[config.mk]
export PLATFORM = sky130hd
export DESIGN_NAME = lbp_queue
export DESIGN_NICKNAME = d
export VERILOG_FILES = /design/src/sv/lbp_pkg.sv /design/src/sv/lbp_queue.sv
export SDC_FILE = /design/constraint.sdc
export NUM_CORES = 1
export LEC_CHECK = 0
export BUFFER_PORTS_ARGS = -buffer_cell sky130_fd_sc_hd__buf_2
export CORE_MARGIN = 2
export CORE_UTILIZATION = 50
export CTS_CLUSTER_DIAMETER = 150
export DETAILED_ROUTE_END_ITERATION = 8
export GPL_TIMING_DRIVEN = 0
export PLACE_DENSITY = 0.84
export SYNTH_ARGS = -nofsm -noshare
export SYNTH_HDL_FRONTEND = slang
export SYNTH_SLANG_ARGS = --single-unit
[constraint.sdc]
create_clock -name clk -period 2.4 [get_ports clk]
set_input_delay 0.36 -clock clk [delete_from_list [all_inputs] [get_ports clk]]
set_output_delay 0.36 -clock clk [all_outputs]
set_load 0.01 [all_outputs]
[src/sv/lbp_pkg.sv]
// Shared types, constants and window functions for the 3x3 local binary pattern block.
// Used by the front end, queue, back end and top level; depends on nothing.
package lbp_pkg;

	localparam int MAX_WIDTH  = 1024;
	localparam int MAX_HEIGHT = 4096;
	localparam int COL_W      = $clog2(MAX_WIDTH);
	localparam int ROW_W      = $clog2(MAX_HEIGHT);
	localparam int PIX_W      = 8;
	localparam int CODE_W     = 8;

	localparam int CFG_WIDTH_W  = 11;
	localparam int CFG_HEIGHT_W = 13;
	localparam int APB_ADDR_W   = 3;
	localparam int APB_DATA_W   = 32;

	localparam logic [CFG_WIDTH_W-1:0]  IMG_WIDTH_RESET  = CFG_WIDTH_W'(640);
	localparam logic [CFG_HEIGHT_W-1:0] IMG_HEIGHT_RESET = CFG_HEIGHT_W'(480);

	// register select is paddr[2]
	localparam logic REG_SEL_WIDTH  = 1'b0;
	localparam logic REG_SEL_HEIGHT = 1'b1;

	localparam logic KIND_PIXEL = 1'b0;
	localparam logic KIND_DRAIN = 1'b1;

	// window[column][row], column 0 = left, row 0 = top
	typedef logic [2:0][2:0][PIX_W-1:0] lbp_win_t;

	typedef struct packed {
		logic [COL_W-1:0] addr;
		logic [PIX_W-1:0] pix;
		logic             use_older;
		logic             use_newer;
		logic             clear;
		logic             emit_a;
		logic             emit_b;
		logic             frame_end;
		logic             wr_en;
	} lbp_op_t;

	typedef struct packed {
		logic              run_last;
		logic              frame_end;
		logic              row_end;
		logic [CODE_W-1:0] code;
	} lbp_res_t;

	function automatic lbp_win_t lbp_shift(lbp_win_t w, logic [PIX_W-1:0] top,
			logic [PIX_W-1:0] mid, logic [PIX_W-1:0] bot);
		lbp_win_t n;
		n[0]    = w[1];
		n[1]    = w[2];
		n[2][0] = top;
		n[2][1] = mid;
		n[2][2] = bot;
		return n;
	endfunction

	function automatic logic [CODE_W-1:0] lbp_code(lbp_win_t w);
		logic [PIX_W-1:0]  ctr;
		logic [CODE_W-1:0] c;
		ctr  = w[1][1];
		c[0] = ctr > w[0][0];
		c[1] = ctr > w[0][1];
		c[2] = ctr > w[0][2];
		c[3] = ctr > w[1][0];
		c[4] = ctr > w[1][2];
		c[5] = ctr > w[2][0];
		c[6] = ctr > w[2][1];
		c[7] = ctr > w[2][2];
		return c;
	endfunction

endpackage

[src/sv/lbp_queue.sv]
// Two-entry operation queue between front and back end.
// Depends on lbp_pkg for the operation type.
module lbp_queue import lbp_pkg::*; (
	input  logic    clk,
	input  logic    arst_n,
	input  logic    push,
	input  lbp_op_t push_op,
	output logic    full,
	input  logic    pop,
	output logic    head_valid,
	output lbp_op_t head_op
);

	lbp_op_t    ent_q [2];
	logic       wp_q;
	logic       rp_q;
	logic [1:0] cnt_q;

	assign full       = cnt_q == 2'd2;
	assign head_valid = cnt_q != 2'd0;
	assign head_op    = ent_q[rp_q];

	always_ff @(posedge clk) begin
		if (push) begin
			ent_q[wp_q] <= push_op;
		end
	end

	always_ff @(posedge clk or negedge arst_n) begin
		if (!arst_n) begin
			wp_q  <= 1'b0;
			rp_q  <= 1'b0;
			cnt_q <= 2'd0;
		end else begin
			if (push) begin
				wp_q <= !wp_q;
			end
			if (pop) begin
				rp_q <= !rp_q;
			end
			cnt_q <= cnt_q + {1'b0, push} - {1'b0, pop};
		end
	end

endmodule

Word-level counts from Yosys, hierarchy flattened
Memory sizes are Yosys's and may differ from the RTL's. Index checks and enable logic that the tools add are counted.

Equality and inequality tests: 1. Reduce and logical (&&, ||, !) cells: 3. Multiplexer cells: 2. Add/sub/neg operators: 2.

Operator list (count): $add 2x1->2 (1); $eq 2x2->1 const B (1); $logic_not 1->1 (2); $mux 1 (2); $reduce_bool 2->1 (1); $sub 2x1->2 (1).

Flip-flop bits (word level): 4. RAM bits: 50. Output and inout port bits: 27. Bits of input ports: 29. Memories: 1. Word-level logic and storage cells: 12.

Memory list: ent_q (depth 2, bits a word 25, rd ports 1, clocked after memory_dff 0, write ports 1, line lbp_queue.sv:14) `lbp_op_t ent_q [2];`.

Depth between registers and ports, before layout
Gate-level depths: netlist of run 1.

Depth after elaboration: 2. Depth in mapped cells: 5. Mapped depth without buffers: 5.

Worst setup path after synthesis of run 1
No wires, ideal clock.

Kind: flip-flop to flip-flop. From: register wp_q. To: memory ent_q[0][0] in the netlist's numbering (enable). Setup slack: 456 ps. Buffers on the path: 0. Data required time: 1990 ps. Stages on the path, launching flop included: 2. Data arrival time: 1534 ps. Library setup time: 410 ps. Period minus slack after synthesis: 1944 ps. Cell sequence: dfrtp_1 -> nor2b_1.

RTL lines: from (decl) (line lbp_queue.sv:15) `logic wp_q;`; from (signal assigned) (line lbp_queue.sv:36) `wp_q <= !wp_q;`; to (decl) (line lbp_queue.sv:14).

No word-level cell before the write port.

==> results_dict.tcl, run 1 <==
set metrics [dict create \
    vias 1010 \
    synth_top_cell_by_area "edfxtp_1" \
    synth_area_um2 2100 \
    layout.nets 188 \
    ys_ff_latch 54 \
    setup_tns_ns 0 \
    core-area_um2 4030 \
    p_leak_nw 1.06 \
    crit_path_cell_trace "buf_6 > buf_12 > mux2_4 > buf_2" \
    start_kind "flop" \
    fmax_mhz 563 \
    diodes 0 \
    drt_iter0_drc 49 \
    dp_hpwl_um 2300 \
    ys_warn_count 0 \
    grt_max_degree 26 \
    cp_data_required_time_ns 2.04 \
    synth_seq_area_share_pct 76.1 \
    hold_path.class "in -> reg" \
    setup_viol 0 \
    drtAntennaViolNets 0 \
    hold_viol_final 0 \
    crit_path_max_fanout 10 \
    synth.area.top_cells "edfxtp_1 71%, mux2_4 14%, dfrtp_1 4.8%" \
    place_ws_ns 0.617 \
    cts_sinks 54 \
    worst_pin_slew_ns 1.10 \
    post_synth.cell_area_avg_um2 22.6 \
    synth_top_area_share_pct 71.3 \
    cts_buffers 5 \
    relSlewSlack_pct 26.8 \
    crit_slowest_cell "dfrtp_1" \
    setup_ws_ns 0.625 \
    nFillCells 305 \
    drt-pass1-iter-count 4 \
    rsz0062_at_grt "no" \
    fp.dieW_um 68.9 \
    root_buffer "clkbuf_8" \
    die_h_um 68.9 \
    clock_path_buffers 2 \
    crit_type "reg -> out" \
    synthTopCellsByCount "50 x edfxtp_1, 19 x mux2_4, 6 x mux2_2" \
    synth_cell_type_count 13 \
    post_drt_wl_per_cell_um 15.0 \
    period_share_pct 73.9 \
    synth_most_common_cell "edfxtp_1" \
    die_area_um2 4740 \
    track_usage_pct 14.7 \
    clk_pin_slew_worst_paths_ns 0.09 \
    cts_resized 0 \
    overflow 0 \
    finalCriticalPeriod_ns 1.77 \
    critPathArrivalTime_ns 1.41 \
    boundaryPins 56 \
    drive_gt1_share_pct 58.9 \
    p_per_area_nw_per_um2 1140 \
    h-tree-depth 2 \
    grt_pass1_wl_um 4720 \
    synth_edf_count 50 \
    clk_latency_ns 0.30 \
    synth_cells 93 \
    maxSlewViolCount 0 \
    cts_tree "built" \
    antenna_found_initial 0 \
    globalplace.congestion 0.716 \
    route.detailed.drc 0 \
    drv_cap 0 \
    finalWirelength_um 3130 \
    syn_to_final_growth_pct 23.2 \
    ys.flop_type "edfxtp_1" \
    start_util_pct 52.2 \
    vias_per_cell 4.86 \
    rows 23 \
    ys_async_sr_fraction_pct 7.41 \
    ir_drop_mv 0.707 \
    cpPeakStageDelay_ns 0.38 \
    crit_path_end_kind "primary output" \
    grt_pass1_vias 1036 \
    synth_nets 124 \
    skew_ns 0.00385 \
    outcome "complete, no violations" \
    io_buffers 55 \
]
## metal layers
layer / part of all wire (%) / vias to the layer above / GRT usage [%]
met4: 0.64 / 0 / 5.15
li1: - / 482 / -
met5: 0 / - / 0
met1: 37 / 482 / 14.3
met2: 53 / 43 / 27.5
met3: 8.9 / 3 / 6.33
## stage by stage
stage | hold slack (ns) | std cells | area [µm²] | utilization, % | power, mW
finish | 0.241 | 208 | 2590 | 64.3 | 2.95
global route | 0.225 | 208 | 2590 | 64.3 | 3.12
CTS | 0.230 | 208 | 2590 | 64.3 | 2.99
detailed placement | 0.171 | 199 | 2470 | 61.4 | 2.41
global placement | 0.164 | 198 | 2440 | 60.6 | 2.34
floorplan | 0.0644 | 93 | 2100 | - | 2.07
## registers in the layout, indices dropped and copies added (netlist names)
signal and flops:
cnt_q 2, rp_q 1, ent_q 50, wp_q 1
## logic make-up after synthesis
family	share of synthesized area (%)
xor+xnor	1.96
fa+ha+maj	1.19
buf+inv	2.79
flops	76.1
mux	16.8
simple gates	1.19
## path summary, 6_finish.rpt
check | startpoint | to | slack, ns | depth (start not counted)
max | rp_q$_DFFE_PN0P_ | head_op[20] | 0.63 | 4
min | push_op[16] | ent_q[1][16]$_DFFE_PP_ | 0.24 | 1
max reg2reg | wp_q$_DFFE_PN0P_ | ent_q[1][23]$_DFFE_PP_ | 0.74 | 1
min reg2reg | wp_q$_DFFE_PN0P_ | wp_q$_DFFE_PN0P_ | 0.52 | 1
max in group asynchronous | arst_n | cnt_q[1]$_DFF_PN0_ | 1.90 | 2
min in group asynchronous | arst_n | rp_q$_DFFE_PN0P_ | 0.38 | 2
## timing repair
action	in CTS	in global routing
hold buffers	1	0
buffers inserted	0	0
hold endpoints to repair	4	0
## power by group
group | switching (mW) | total (mW) | internal (mW)
Combinational | 0.465 | 1.05 | 0.583
Clock | 0.272 | 0.583 | 0.311
Sequential | 0.0609 | 1.32 | 1.26
Total | 0.799 | 2.95 | 2.15
## cell type report
cell class / count / area, µm² / share of cell area (%)
Clock buffer: 6 / 72.6 / 2.80
Clock inverter: 2 / 37.5 / 1.45
Timing Repair Buffer: 57 / 313 / 12.1
Buffer: 3 / 51.3 / 1.98
Inverter: 2 / 7.51 / 0.290
Multi-Input combinational cell: 34 / 447 / 17.2
Tap cell: 50 / 62.6 / 2.41
Sequential cell: 54 / 1600 / 61.8
## critical path: cells and delay by family, from the launching register on
family	cells	cell delay (ns)
buffers and inverters	3	0.43
flip-flops	1	0.38
multiplexers	1	0.30
## layout by cell type, fill, tap and decap left out, drive strengths merged
| cell | count |
|---|---|
| ha | 2 |
| inv | 2 |
| mux2 | 25 |
| dfrtp | 4 |
| xor2 | 2 |
| clkinvlp | 1 |
| edfxtp | 50 |
| and2 | 1 |
| clkbuf | 6 |
| bufinv | 1 |
| or2 | 1 |
| dlygate4sd3 | 1 |
| nor2b | 2 |
| buf | 59 |
| xor3 | 1 |
(Power assumes the default switching activity.)
==> run 2, diff against run 1 <==
==> constraint.sdc (replaced) <==
create_clock -name clk -period 1.7 [get_ports clk]
set_input_delay 0.255 -clock clk [delete_from_list [all_inputs] [get_ports clk]]
set_output_delay 0.255 -clock clk [all_outputs]
set_load 0.01 [all_outputs]
==> results_dict.tcl, run 2 (synthesis results as in run 1) <==
set metrics [dict create \
    mostFrequentLayoutCell "buf_2" \
    die_area_um2 4740 \
    h-tree-depth 2 \
    vias 1019 \
    layout.nets 188 \
    start_kind "flop" \
    crit_type "reg -> out" \
    critPathArrivalTime_ns 1.39 \
    clock_path_buffers 2 \
    drt_iter0_drc 49 \
    globalplace.congestion 0.689 \
    start_util_pct 52.2 \
    largest_reg_flops 50 \
    hold_path.class "in -> reg" \
    regMostFlops "ent_q" \
    grt_pass1_vias 1007 \
    grt_max_degree 26 \
    ir_drop_mv 1.01 \
    diodes 0 \
    hold_viol_final 0 \
    drv_cap 0 \
    route.detailed.drc 0 \
    core-area_um2 4030 \
    cp_data_required_time_ns 1.44 \
    worst_pin_slew_ns 0.710 \
    clk_pin_slew_worst_paths_ns 0.08 \
    boundaryPins 56 \
    nFillCells 295 \
    root_buffer "clkbuf_8" \
    setup_tns_ns 0 \
    setup_viol 0 \
    reg_top3 "ent_q (50), cnt_q (2)" \
    fp.dieW_um 68.9 \
    drt-pass1-iter-count 4 \
    skew_ns 0.00362 \
    final_cell_mix "55 x buf_2, 50 x edfxtp_1, 19 x mux2_4" \
    dp_hpwl_um 2170 \
    fmax_mhz 606 \
    relSlewSlack_pct 52.6 \
    period_share_pct 97.0 \
    cts_tree "built" \
    clk_latency_ns 0.29 \
    antenna_found_initial 0 \
    utilization_pct 63.6 \
    crit_path_max_fanout 10 \
    finalWirelength_um 3020 \
    io_buffers 55 \
    post_drt_wl_per_cell_um 14.5 \
    drtAntennaViolNets 0 \
    grt_pass1_wl_um 4440 \
    crit_path_end_kind "primary output" \
    outcome "complete, no violations" \
    overflow 0 \
    p_leak_nw 1.06 \
    finalCriticalPeriod_ns 1.65 \
    vias_per_cell 4.90 \
    p_per_area_nw_per_um2 1560 \
    drive_gt1_share_pct 58.2 \
    rows 23 \
    die_h_um 68.9 \
    syn_to_final_growth_pct 21.7 \
    maxSlewViolCount 0 \
    cts_sinks 54 \
    track_usage_pct 13.6 \
    cts_buffers 5 \
]
## run 2: cell count changes in the layout (fill, tap and decap cells not counted), sizes merged
cell and delta:
bufinv -1, clkbuf -1, clkinvlp -1, clkinv +3
## run 2: layout make-up
cell class	count	area [µm²]	area share [%]
well taps	50	62.6	2.44
clock inverters	3	11.3	0.440
clock buffers	5	68.8	2.69
flip-flops and latches	54	1600	62.5
repair buffers	57	305	11.9
inverters	2	7.51	0.293
multi-input cells	34	453	17.7
plain buffers	3	51.3	2.00
## run 2: per-stage QoR
step	cell area (µm²)	hold slack (ns)	std cells	setup slack (ns)	power, mW
floorplan	2110	-0.0406	93	0.221	2.92
global placement	2440	0.0605	198	-0.0686	3.31
detailed placement	2440	0.0672	198	-0.131	3.37
CTS	2540	0.135	207	0.0230	4.01
global route	2560	0.124	208	-0.000898	4.24
finish	2560	0.144	208	0.0507	4.00
## run 2: final timing paths
| path | cells past startpoint | end | slack [ns] | startpoint |
|---|---|---|---|---|
| max | 4 | head_op[7] | 0.05 | rp_q$_DFFE_PN0P_ |
| min | 1 | ent_q[0][21]$_DFFE_PP_ | 0.14 | push_op[21] |
| max reg2reg | 5 | cnt_q[1]$_DFF_PN0_ | 0.28 | cnt_q[0]$_DFF_PN0_ |
| min reg2reg | 1 | wp_q$_DFFE_PN0P_ | 0.57 | wp_q$_DFFE_PN0P_ |
| max in group asynchronous | 2 | rp_q$_DFFE_PN0P_ | 1.28 | arst_n |
| min in group asynchronous | 2 | cnt_q[0]$_DFF_PN0_ | 0.30 | arst_n |
## run 2: routing by layer
metal | vias up | routed length, µm | track usage [%]
met3 | 4 | 228 | 3.90
met4 | 0 | 37 | 5.88
met5 | - | 0 | 0
met2 | 44 | 1650 | 24.6
li1 | 479 | - | -
met1 | 492 | 1110 | 14.9
## run 2: critical path, stage by stage, from the launching register on
cell	delay [ns]
dfrtp_1	0.38
buf_6	0.14
buf_12	0.15
mux2_4	0.30
buf_2	0.14
## run 2: repair_timing
item,in CTS,in global routing
hold endpoints to repair,4,0
resized for setup,2,0
hold buffers,1,0
setup endpoints to repair,50,12
setup buffers,0,1
pin swaps,0,0
cloned,0,0
## run 2: report_power, final
part / total [mW] / switching [mW] / internal [mW]
clock network: 0.633 / 0.358 / 0.275
logic: 1.50 / 0.657 / 0.838
registers: 1.87 / 0.0936 / 1.78
