`src/sv/lbp_pkg.sv`:
```
// Shared types, constants and window functions for the 3x3 local binary pattern block.
// Used by the front end, queue, back end and top level; depends on nothing.
package lbp_pkg;

	localparam int MAX_WIDTH  = 1024;
	localparam int MAX_HEIGHT = 4096;
	localparam int COL_W      = $clog2(MAX_WIDTH);
	localparam int ROW_W      = $clog2(MAX_HEIGHT);
	localparam int PIX_W      = 8;
	localparam int CODE_W     = 8;

	localparam int CFG_WIDTH_W  = 11;
	localparam int CFG_HEIGHT_W = 13;
	localparam int APB_ADDR_W   = 3;
	localparam int APB_DATA_W   = 32;

	localparam logic [CFG_WIDTH_W-1:0]  IMG_WIDTH_RESET  = CFG_WIDTH_W'(640);
	localparam logic [CFG_HEIGHT_W-1:0] IMG_HEIGHT_RESET = CFG_HEIGHT_W'(480);

	// register select is paddr[2]
	localparam logic REG_SEL_WIDTH  = 1'b0;
	localparam logic REG_SEL_HEIGHT = 1'b1;

	localparam logic KIND_PIXEL = 1'b0;
	localparam logic KIND_DRAIN = 1'b1;

	// window[column][row], column 0 = left, row 0 = top
	typedef logic [2:0][2:0][PIX_W-1:0] lbp_win_t;

	typedef struct packed {
		logic [COL_W-1:0] addr;
		logic [PIX_W-1:0] pix;
		logic             use_older;
		logic             use_newer;
		logic             clear;
		logic             emit_a;
		logic             emit_b;
		logic             frame_end;
		logic             wr_en;
	} lbp_op_t;

	typedef struct packed {
		logic              run_last;
		logic              frame_end;
		logic              row_end;
		logic [CODE_W-1:0] code;
	} lbp_res_t;

	function automatic lbp_win_t lbp_shift(lbp_win_t w, logic [PIX_W-1:0] top,
			logic [PIX_W-1:0] mid, logic [PIX_W-1:0] bot);
		lbp_win_t n;
		n[0]    = w[1];
		n[1]    = w[2];
		n[2][0] = top;
		n[2][1] = mid;
		n[2][2] = bot;
		return n;
	endfunction

	function automatic logic [CODE_W-1:0] lbp_code(lbp_win_t w);
		logic [PIX_W-1:0]  ctr;
		logic [CODE_W-1:0] c;
		ctr  = w[1][1];
		c[0] = ctr > w[0][0];
		c[1] = ctr > w[0][1];
		c[2] = ctr > w[0][2];
		c[3] = ctr > w[1][0];
		c[4] = ctr > w[1][2];
		c[5] = ctr > w[2][0];
		c[6] = ctr > w[2][1];
		c[7] = ctr > w[2][2];
		return c;
	endfunction

endpackage

```
`src/sv/lbp_front.sv`:
```
// Front end: accepts input items, tracks column/row/drain position and turns
// each item into an operation for the back end. Depends on lbp_pkg.
module lbp_front import lbp_pkg::*; (
	input  logic                    clk,
	input  logic                    arst_n,
	input  logic [CFG_WIDTH_W-1:0]  image_width,
	input  logic [CFG_HEIGHT_W-1:0] image_height,
	input  logic                    s_tvalid,
	output logic                    s_tready,
	input  logic [PIX_W-1:0]        s_tdata,   // [7:0] pixel_value
	input  logic                    s_tuser,   // [0] kind
	input  logic                    q_full,
	output logic                    q_push,
	output lbp_op_t                 q_op
);

	logic [COL_W-1:0] col_q;
	logic [ROW_W-1:0] row_q;
	logic [COL_W-1:0] drain_q;
	logic             draining_q;

	logic [COL_W-1:0] wm1;
	logic [ROW_W-1:0] hm1;
	logic [COL_W-1:0] col_c;
	logic [COL_W-1:0] drain_c;
	logic             last_p;
	logic             last_d;
	logic             row_last;
	logic             is_drain;
	logic             op_ok;
	logic             accept;

	always_comb begin
		if (image_width == '0) begin
			wm1 = '0;
		end else if (image_width > CFG_WIDTH_W'(MAX_WIDTH)) begin
			wm1 = COL_W'(MAX_WIDTH - 1);
		end else begin
			wm1 = COL_W'(image_width - 1'b1);
		end
		if (image_height == '0) begin
			hm1 = '0;
		end else if (image_height > CFG_HEIGHT_W'(MAX_HEIGHT)) begin
			hm1 = ROW_W'(MAX_HEIGHT - 1);
		end else begin
			hm1 = ROW_W'(image_height - 1'b1);
		end
	end

	// clamp positions left beyond a narrowed frame onto its last column
	assign col_c    = (col_q > wm1) ? wm1 : col_q;
	assign drain_c  = (drain_q > wm1) ? wm1 : drain_q;
	assign last_p   = col_q >= wm1;
	assign last_d   = drain_q >= wm1;
	assign row_last = row_q >= hm1;
	assign is_drain = s_tuser == KIND_DRAIN;
	assign op_ok    = is_drain ? draining_q : !draining_q;
	assign s_tready = !q_full;
	assign accept   = s_tvalid && s_tready;
	assign q_push   = accept && op_ok;

	always_comb begin
		if (is_drain) begin
			q_op.addr      = drain_c;
			q_op.pix       = '0;
			q_op.use_older = hm1 != '0;
			q_op.use_newer = 1'b1;
			q_op.clear     = drain_c == '0;
			q_op.emit_a    = drain_c != '0;
			q_op.emit_b    = last_d;
			q_op.frame_end = 1'b1;
			q_op.wr_en     = 1'b0;
		end else begin
			q_op.addr      = col_c;
			q_op.pix       = s_tdata;
			q_op.use_older = row_q >= ROW_W'(2);
			q_op.use_newer = row_q != '0;
			q_op.clear     = col_c == '0;
			q_op.emit_a    = (row_q != '0) && (col_c != '0);
			q_op.emit_b    = (row_q != '0) && last_p;
			q_op.frame_end = 1'b0;
			q_op.wr_en     = 1'b1;
		end
	end

	always_ff @(posedge clk or negedge arst_n) begin
		if (!arst_n) begin
			col_q      <= '0;
			row_q      <= '0;
			drain_q    <= '0;
			draining_q <= 1'b0;
		end else if (q_push) begin
			if (is_drain) begin
				if (last_d) begin
					draining_q <= 1'b0;
					drain_q    <= '0;
				end else begin
					drain_q <= drain_q + 1'b1;
				end
			end else if (last_p) begin
				col_q <= '0;
				if (row_last) begin
					row_q      <= '0;
					draining_q <= 1'b1;
					drain_q    <= '0;
				end else begin
					row_q <= row_q + 1'b1;
				end
			end else begin
				col_q <= col_q + 1'b1;
			end
		end
	end

endmodule

```
`config.mk`:
```
export PLATFORM = sky130hd
export DESIGN_NAME = lbp_front
export DESIGN_NICKNAME = d
export VERILOG_FILES = /design/src/sv/lbp_pkg.sv /design/src/sv/lbp_front.sv
export SDC_FILE = /design/constraint.sdc
export NUM_CORES = 1
export LEC_CHECK = 0
export BUFFER_PORTS_ARGS = -buffer_cell sky130_fd_sc_hd__buf_2
export CORE_MARGIN = 5
export CORE_UTILIZATION = 42
export DETAILED_ROUTE_END_ITERATION = 6
export GPL_ROUTABILITY_DRIVEN = 0
export GPL_TIMING_DRIVEN = 0
export PLACE_DENSITY = 0.68
export SLEW_MARGIN = 10
export SYNTH_ARGS = -nofsm -noshare
export SYNTH_HDL_FRONTEND = slang
export SYNTH_SLANG_ARGS = --single-unit
export TNS_END_PERCENT = 50
```
`constraint.sdc`:
```
create_clock -name clk -period 4.6 [get_ports clk]
set_input_delay 0.92 -clock clk [delete_from_list [all_inputs] [get_ports clk]]
set_output_delay 0.92 -clock clk [all_outputs]
set_load 0.02 [all_outputs]
```
Yosys cells after proc, flatten, opt, wreduce, memory -nomap -nowiden --
Index checks and enable logic that the tools add are counted.
Storage, ports and cells: flip-flop bits (word level) 33, bits of input ports 37, output and inout port bits 27
Operators by class: add/sub/neg operators 5, $lt $le $gt $ge 8, equal/unequal tests 1, muxes and demuxes 18, bitwise gates (word level) 1, reduce and logical (&&, ||, !) cells 20
Operator list (number):
- $mux W10 | 9
- $mux W12 | 3
- $mux W25 | 1
- $reduce_bool A12 Y1 | 2
- $add A10 B1 Y10 const B | 2
- $ge A10 B10 Y1 | 2
- $gt A10 B10 Y1 | 2
- $logic_not A10 Y1 | 2
- $reduce_bool A10 Y1 | 2
- $gt A13 B13 Y1 const B | 1
- $logic_not A13 Y1 | 1
- $add A12 B1 Y12 const B | 1
- $ge A12 B12 Y1 | 1
- $ge A12 B2 Y1 const B | 1
- $sub A12 B1 Y12 const B | 1
- $gt A11 B11 Y1 const B | 1
- $logic_not A11 Y1 | 1
- $sub A10 B1 Y10 const B | 1
- $reduce_and A3 Y1 | 2
- $mux W1 | 5
- $logic_and A1 B1 Y1 | 4
- $reduce_and A4 Y1 | 1
- $reduce_bool A2 Y1 | 2
- $logic_not A1 Y1 | 2
- 3 further kinds | 3

Logic depth before layout (Yosys ltp) --
Gate-level depths: netlist of the first run.
depth after elaboration 8, gate-level depth with buffers 16, gate-level depth less buffers 14

Least setup slack after synthesis of the first run --
No wires, ideal clock.
path type input to output, start input port image_width[2], end output port q_op[4] (netlist bit), arrival 4.042 ns, slack -0.362 ns, cell stages on the path 13, path through buf_6 -> or4_4 -> nor4_4 -> a2bb2oi_1 -> o21ai_2 -> ha_1 -> nand2_1 -> o21ai_1 -> and4b_1 -> clkbuf_1 -> nor3_1 -> a21oi_1 -> o31ai_1
RTL lines:
- from (decl) | line lbp_front.sv:6 | input logic [CFG_WIDTH_W-1:0] image_width,
- to (decl) | line lbp_front.sv:14 | output lbp_op_t q_op

==> flow_metrics.env, run 1 <==
export IMPL_setup_worst_path_start_class="input pin"
export IMPL_synth_seq_cells=33
export IMPL_synth_area_per_cell_sq_um=7.88
export IMPL_p_sw_share_pct=38.8
export IMPL_final_cells=702
export IMPL_crit_path_end="q_op[16]"
export IMPL_path_delay_family="simple AND/OR/NAND/NOR gates"
export IMPL_ys_warn_count=0
export IMPL_p_int_uw=643
export IMPL_grt_usage_pct=19.9
export IMPL_io_pins=64
export IMPL_hold_path_class="register to register"
export IMPL_num_vias=4263
export IMPL_seq_power_share_pct=36.8
export IMPL_drt_iter0_drc=199
export IMPL_drv_slew=0
export IMPL_synth_top_area_cell="dfrtp_1"
export IMPL_fin_skew_ns=0.00639
export IMPL_cpPeakStageDelay_ns=0.60
export IMPL_clk_pin_slew_ns=0.07
export IMPL_slew_headroom_pct=35.3
export IMPL_slowest_stage="or4_4"
export IMPL_grt_overflow_total=0
export IMPL_diodes=0
export IMPL_cp_cell_sequence="buf_12 > or4_4 > nor4_4 > a2bb2oi_2 > o21ai_4 > ha_4 > nand2_4 > o21ai_4 > and4b_1 > clkbuf_8 > nor2_4 > buf_12 > mux2i_2 > mux2i_2 > buf_4"
export IMPL_synth_compound_area_share_pct=25.3
export IMPL_timing_final_crit_share_pct=107
export IMPL_wl_per_cell_um=16.6
export IMPL_critical_path_class="input pin to output pin"
export IMPL_synth_top_area_share_pct=21.1
export IMPL_fin_util_pct=55.4
export IMPL_max_freq_ghz=0.204
export IMPL_dr_pass1_iters=5
export IMPL_fillerInstances=843
export IMPL_yosysUniqueCellTypes=62
export IMPL_synthArstFlopShare_pct=100
export IMPL_r2r_start="col_q[0]$_DFFE_PN0P_"
export IMPL_leakage_uw=0.00224
export IMPL_first_global_vias=4032
export IMPL_setup_viol=13
export IMPL_required_ns=3.68
export IMPL_failed_checks="setup timing"
export IMPL_cts_buffers=5
export IMPL_cts_path_max_buffers=2
export IMPL_regToRegEndpoint="row_q[3]$_DFFE_PN0P_"
export IMPL_coreArea_sq_um=9150
export IMPL_antenna_found_initial=0
export IMPL_worstSkewPairLatency_ns=0.29
export IMPL_drc_errors=0
export IMPL_cp_max_fo=8
export IMPL_worst_path_stages=15
export IMPL_arrival_ns=3.98
export IMPL_hold_viol_final=0
export IMPL_final_layout_size_suffix_gt1_share_pct=26.7
export IMPL_drv_cap=0
export IMPL_synth_xor_area_share_pct=2.46
export IMPL_yosys_area_share_simple_pct=26.2
export IMPL_syn_nets=573
export IMPL_r2r_cells=10
export IMPL_crit_start="image_width[2]"
export IMPL_root_buffer="clkbuf_8"
export IMPL_viasPerCell=6.07
export IMPL_synth_edff_count=0
export IMPL_syn_area_sq_um=3920
export IMPL_total_power_uw=1050
export IMPL_ant_nets=0
export IMPL_areaGrowthSynthToFinish_pct=29.5
export IMPL_end_kind="output pin"
export IMPL_grt_setup_unrepaired="true"
export IMPL_worst_slew_pin_slew_ns=0.971
export IMPL_power_density_nw_per_um2=207
export IMPL_portBuffers=57
export IMPL_placed_cells_incl_taps=665
export IMPL_fin_nets=666
export IMPL_chipWidth_um=107
export IMPL_r2r_slack_ns=1.51
export IMPL_synth_adder_area_share_pct=12.5
export IMPL_wirelength_um=11700
export IMPL_cts_hold_fix_buffers=0
export IMPL_die_h_um=107
export IMPL_synth_area_mux_share_pct=7.45
export IMPL_p_clk_share_pct=23.6
export IMPL_setup_slack_ns=-0.304
export IMPL_ys_flop_type="dfrtp_1"
export IMPL_synth_top_family_by_area="simple AND/OR/NAND/NOR gates"
export IMPL_synthTopCellsByArea="dfrtp_1 21%, ha_1 12%, mux2i_1 7.2%"
export IMPL_rows=35
export IMPL_p_sw_uw=408
export IMPL_clock_sinks=33
export IMPL_period_needed_ns=4.90
export IMPL_grt_pass1_wl_um=18900
export IMPL_grt_max_degree=34
export IMPL_die_area_sq_um=11400
export IMPL_power_frac_comb_pct=39.6
export IMPL_syn_inst=497
export IMPL_start_util_pct=42.8
export IMPL_place_hpwl_um=8650
export IMPL_cts_tree="done"
export IMPL_htreeDepth=2
export IMPL_max_vdd_ir_drop_mv=0.124
export IMPL_ys_seq_area_share_pct=21.1
export IMPL_path_buf_inv=4
export IMPL_outcome="complete, but fails checks"
## repair_timing
| item | 4_1_cts | 5_1_grt |
|---|---|---|
| gates resized for setup | 38 | 30 |
| endpoints found under the hold margin | 0 | 0 |
| setup buffers | 13 | 18 |
| setup endpoints to repair | 13 | 34 |
| pin swaps | 16 | 9 |
| cloned | 0 | 0 |
## kinds of logic after synthesis
family	count (synthesis)
fa+ha+maj	39
compound gates	148
buf+inv	47
mux	29
xor+xnor	11
simple gates	190
flops	33
## state kept, by name, indices dropped and copies added, names as in the netlist
| register | cells |
|---|---|
| draining_q | 1 |
| row_q | 12 |
| drain_q | 10 |
| col_q | 10 |
## routing by layer
layer  up-vias  track usage, %  wire length, um
li1       2072               -                -
met1      2059            25.0             5050
met2       111            35.4             5950
met3        21            2.67              452
met4         0            6.03              234
met5         -               0                0
## cells in the mapped netlist (3+ instances only)
library cell	count
o31ai_1	9
mux2i_1	28
or2_2	5
a41oi_1	6
o21ai_0	32
buf_2	3
a31oi_1	12
xnor2_1	4
o21a_1	3
and4_1	3
a22oi_1	5
a21o_1	13
nor3b_1	3
ha_1	39
xor2_1	7
o41ai_1	3
nor3_1	17
and3_1	9
a21oi_1	28
a22o_1	6
nor4_1	10
nor2_1	36
nand2b_1	12
and2_1	3
inv_1	25
nand2_1	31
nand3_1	24
a211o_1	5
nor2b_1	15
o211ai_1	4
o21ai_1	3
nand4_1	9
clkbuf_1	13
dfrtp_1	33
## power groups by stage
| stage | registers (uW) | clock network (uW) | logic [uW] |
|---|---|---|---|
| after floorplan | 362 | 0 | 264 |
| after global routing | 392 | 270 | 464 |
| final | 386 | 248 | 416 |
| after detailed placement | 389 | 0 | 360 |
| after global placement | 387 | 0 | 347 |
| after CTS | 384 | 251 | 392 |
## worst reg2reg max path, stage by stage, from the launching register on
cell and delay, ns:
dfrtp_1 0.55, inv_1 0.09, ha_1 0.29, and2_1 0.17, o31ai_1 0.29, a31oi_2 0.18
buf_4 0.20, o21ai_0 0.53, clkbuf_1 0.43, a21oi_1 0.11, o22ai_1 0.19
## cells in the final DEF (no fill, tap or decap), types with 5 or more instances in the layout
master / netlist / layout
nand3_1: 24 / 23
a31oi_1: 12 / 11
nor3_1: 17 / 15
a211o_1: 5 / 5
a21o_1: 13 / 13
inv_1: 25 / 24
clkbuf_1: 13 / 11
a22oi_1: 5 / 5
nand4_1: 9 / 9
xor2_1: 7 / 7
o21ai_0: 32 / 30
ha_1: 39 / 37
buf_4: 2 / 37
o31ai_1: 9 / 8
a21oi_2: 0 / 5
nor4_1: 10 / 9
a21oi_1: 28 / 21
nand2_1: 31 / 29
mux2i_2: 0 / 12
buf_6: 1 / 6
clkbuf_8: 0 / 8
nand2b_1: 12 / 12
a41oi_1: 6 / 6
nor2b_1: 15 / 15
a22o_1: 6 / 6
and3_1: 9 / 9
dfrtp_1: 33 / 33
nor2_1: 36 / 34
mux2i_1: 28 / 14
buf_2: 3 / 47
## per-stage QoR
stage	hold slack, ns	cell area [sq um]	setup TNS, ns	worst slack, ns
floorplan	0.476	3990	-0.0196	-0.0196
global placement	0.494	4420	-8.13	-0.758
detailed placement	0.502	4420	-11.64	-0.830
CTS	0.523	4810	-3.46	-0.288
global route	0.568	5070	-4.91	-0.412
finish	0.528	5070	-3.48	-0.304
## cell type report
class                      instances  area [sq um]  share of cell area (%)
clock buffer                       7          96.3                    1.90
timing repair buffer              87           578                    11.4
sequential                        33           826                    16.3
inverter                          27           101                    2.00
tap                              111           139                    2.74
buffer                            19           121                    2.39
clock inverter                     1          5.00                  0.0987
multi-input combinational        417          3200                    63.2
## how the worst min path moves through the flow
stage | cells after the start | from | endpoint | slack, ns
finish | 1 | draining_q$_DFFE_PN0P_ | draining_q$_DFFE_PN0P_ | 0.53
global route | 1 | draining_q$_DFFE_PN0P_ | draining_q$_DFFE_PN0P_ | 0.57
CTS | 1 | draining_q$_DFFE_PN0P_ | draining_q$_DFFE_PN0P_ | 0.52
detailed placement | 1 | draining_q$_DFFE_PN0P_ | draining_q$_DFFE_PN0P_ | 0.50
global placement | 1 | draining_q$_DFFE_PN0P_ | draining_q$_DFFE_PN0P_ | 0.49
floorplan | 1 | draining_q$_DFFE_PN0P_ | draining_q$_DFFE_PN0P_ | 0.48
Note: power is estimated with default switching activity, not from simulation.
==> run 2, diff against run 1 <==
--- a/config.mk
+++ b/config.mk
@@ -7,11 +7,12 @@
 export LEC_CHECK = 0
 export BUFFER_PORTS_ARGS = -buffer_cell sky130_fd_sc_hd__buf_2
 export CORE_MARGIN = 5
-export CORE_UTILIZATION = 42
+export CORE_UTILIZATION = 50
 export DETAILED_ROUTE_END_ITERATION = 6
 export GPL_ROUTABILITY_DRIVEN = 0
 export GPL_TIMING_DRIVEN = 0
-export PLACE_DENSITY = 0.68
+export PLACE_DENSITY = 0.78
+export SKIP_CTS_REPAIR_TIMING = 1
 export SLEW_MARGIN = 10
 export SYNTH_ARGS = -nofsm -noshare
 export SYNTH_HDL_FRONTEND = slang
==> flow_metrics.env, run 2 (synthesis gave the netlist of run 1 again) <==
export IMPL_grt_overflow_total=0
export IMPL_fin_util_pct=67.1
export IMPL_leakage_uw=0.00224
export IMPL_htreeDepth=2
export IMPL_first_global_vias=3836
export IMPL_setup_worst_path_start_class="input pin"
export IMPL_cpPeakStageDelay_ns=0.61
export IMPL_wl_per_cell_um=18.4
export IMPL_ant_nets=0
export IMPL_cts_path_max_buffers=2
export IMPL_hold_path_class="register to register"
export IMPL_r2r_start="col_q[0]$_DFFE_PN0P_"
export IMPL_regMostFlops="row_q"
export IMPL_path_buf_inv=4
export IMPL_end_kind="output pin"
export IMPL_clk_pin_slew_ns=0.07
export IMPL_outcome="complete, but fails checks"
export IMPL_power_density_nw_per_um2=213
export IMPL_wirelength_um=12600
export IMPL_worst_path_stages=14
export IMPL_coreArea_sq_um=7690
export IMPL_diodes=0
export IMPL_max_vdd_ir_drop_mv=0.164
export IMPL_setup_tns_ns=-5.75
export IMPL_busiest_layer="met2"
export IMPL_multiInputGateArea_sq_um=3280
export IMPL_grtUsageMet1_pct=26.6
export IMPL_viasPerCell=6.39
export IMPL_fillerInstances=625
export IMPL_final_layout_size_suffix_gt1_share_pct=27.0
export IMPL_arrival_ns=4.18
export IMPL_required_ns=3.68
export IMPL_rows=32
export IMPL_io_pins=64
export IMPL_min_delay_start="draining_q$_DFFE_PN0P_"
export IMPL_drt_iter0_drc=283
export IMPL_die_h_um=98.5
export IMPL_layout_commonest_cell="buf_2"
export IMPL_cp_max_fo=5
export IMPL_period_needed_ns=5.10
export IMPL_crit_path_end="q_op[20]"
export IMPL_max_freq_ghz=0.196
export IMPL_fin_skew_ns=0.00586
export IMPL_timing_final_crit_share_pct=111
export IMPL_drv_cap=0
export IMPL_seq_area_sq_um=826
export IMPL_worstSkewPairLatency_ns=0.29
export IMPL_layout_common_cells="45 x buf_2, 35 x ha_1, 34 x nor2_1, 33 x dfrtp_1, 30 x buf_4"
export IMPL_met3_usage_pct=2.90
export IMPL_largest_reg_flops=12
export IMPL_antenna_found_initial=0
export IMPL_grt_max_degree=34
export IMPL_r2r_slack_ns=1.70
export IMPL_root_buffer="clkbuf_8"
export IMPL_die_area_sq_um=9700
export IMPL_fin_nets=661
export IMPL_slew_headroom_pct=41.3
export IMPL_slowest_stage="or4_4"
export IMPL_reg_top3="row_q: 12 flops, col_q: 10 flops, drain_q: 10 flops"
export IMPL_clock_sinks=33
export IMPL_cp_cell_sequence="buf_12 > or4_4 > o31ai_2 > o211ai_1 > inv_1 > ha_1 > a211o_1 > a21oi_2 > o21ai_2 > o22a_4 > buf_12 > mux2i_4 > mux2i_2 > buf_4"
export IMPL_setup_slack_ns=-0.504
export IMPL_worst_slew_pin_slew_ns=0.880
export IMPL_setup_viol=13
export IMPL_grt_pass1_wl_um=17700
export IMPL_regToRegEndpoint="row_q[7]$_DFFE_PN0P_"
export IMPL_grt_setup_unrepaired="true"
export IMPL_critical_path_class="input pin to output pin"
export IMPL_hold_viol_final=0
export IMPL_path_delay_family="compound AO/OA/AOI/OAI gates"
export IMPL_portBuffers=57
export IMPL_start_util_pct=50.9
export IMPL_crit_start="image_width[2]"
export IMPL_grt_usage_pct=21.6
export IMPL_crit_top_cell="buf_12"
export IMPL_failed_checks="setup timing"
export IMPL_drv_slew=0
export IMPL_dr_pass1_iters=5
export IMPL_cts_tree="done"
export IMPL_num_vias=4387
export IMPL_chipWidth_um=98.5
export IMPL_met2_usage_pct=38.7
export IMPL_drc_errors=0
export IMPL_cts_buffers=5
export IMPL_r2r_cells=9
export IMPL_place_hpwl_um=8420
export IMPL_areaGrowthSynthToFinish_pct=31.8
## run 2: cell count changes in the layout (fill, tap and decap cells not counted), moves of 2 or more
cell / change
buf_4: -7
mux2i_4: +5
mux2i_1: -4
clkbuf_8: -3
buf_12: +2
buf_2: -2
clkbuf_16: +2
ha_1: -2
ha_4: +2
## run 2: through the flow
stage	total power [uW]	instances	hold slack (ns)	area, sq um	setup slack, ns
final	1100	687	0.528	5160	-0.504
after global routing	1160	687	0.559	5160	-0.527
after CTS	1010	663	0.531	4510	-0.817
after detailed placement	744	656	0.510	4400	-0.798
after global placement	729	656	0.511	4400	-0.765
after floorplan	627	497	0.476	3990	-0.0196
## run 2: area by class of cell
type / instances / share of cell area (%)
multi-input cells: 417 / 63.6
clock buffers: 5 / 1.33
clock inverters: 2 / 0.679
plain buffers: 19 / 2.47
well taps: 102 / 2.47
inverters: 27 / 1.96
flip-flops and latches: 33 / 16.0
repair buffers: 82 / 11.5
## run 2: worst register-to-register path: stages (launching register included)
cell	delay, ns
dfrtp_1	0.52
inv_1	0.08
ha_1	0.28
and2_1	0.17
o31ai_1	0.26
a31oi_2	0.21
o21ai_0	0.60
clkbuf_1	0.43
a22oi_1	0.16
o41ai_1	0.09
## run 2: where the power goes
part	leakage, uW	internal (uW)	total [uW]	switching, uW
sequential	0.000413	318	383	64.5
clock	0.0000540	157	270	112
combinational	0.00177	203	447	244
## run 2: worst min path at each step
stage | depth (start not counted) | end | slack [ns]
6_report | 1 | draining_q$_DFFE_PN0P_ | 0.53
5_1_grt | 1 | draining_q$_DFFE_PN0P_ | 0.56
4_1_cts | 1 | draining_q$_DFFE_PN0P_ | 0.53
3_5_place_dp | 1 | draining_q$_DFFE_PN0P_ | 0.51
3_3_place_gp | 1 | draining_q$_DFFE_PN0P_ | 0.51
2_1_floorplan | 1 | draining_q$_DFFE_PN0P_ | 0.48
## run 2: layer usage
metal	up-vias	part of all wire [%]
met1	2091	39
met5	-	0
met3	54	5.8
li1	2060	-
met4	0	4.1
met2	182	51
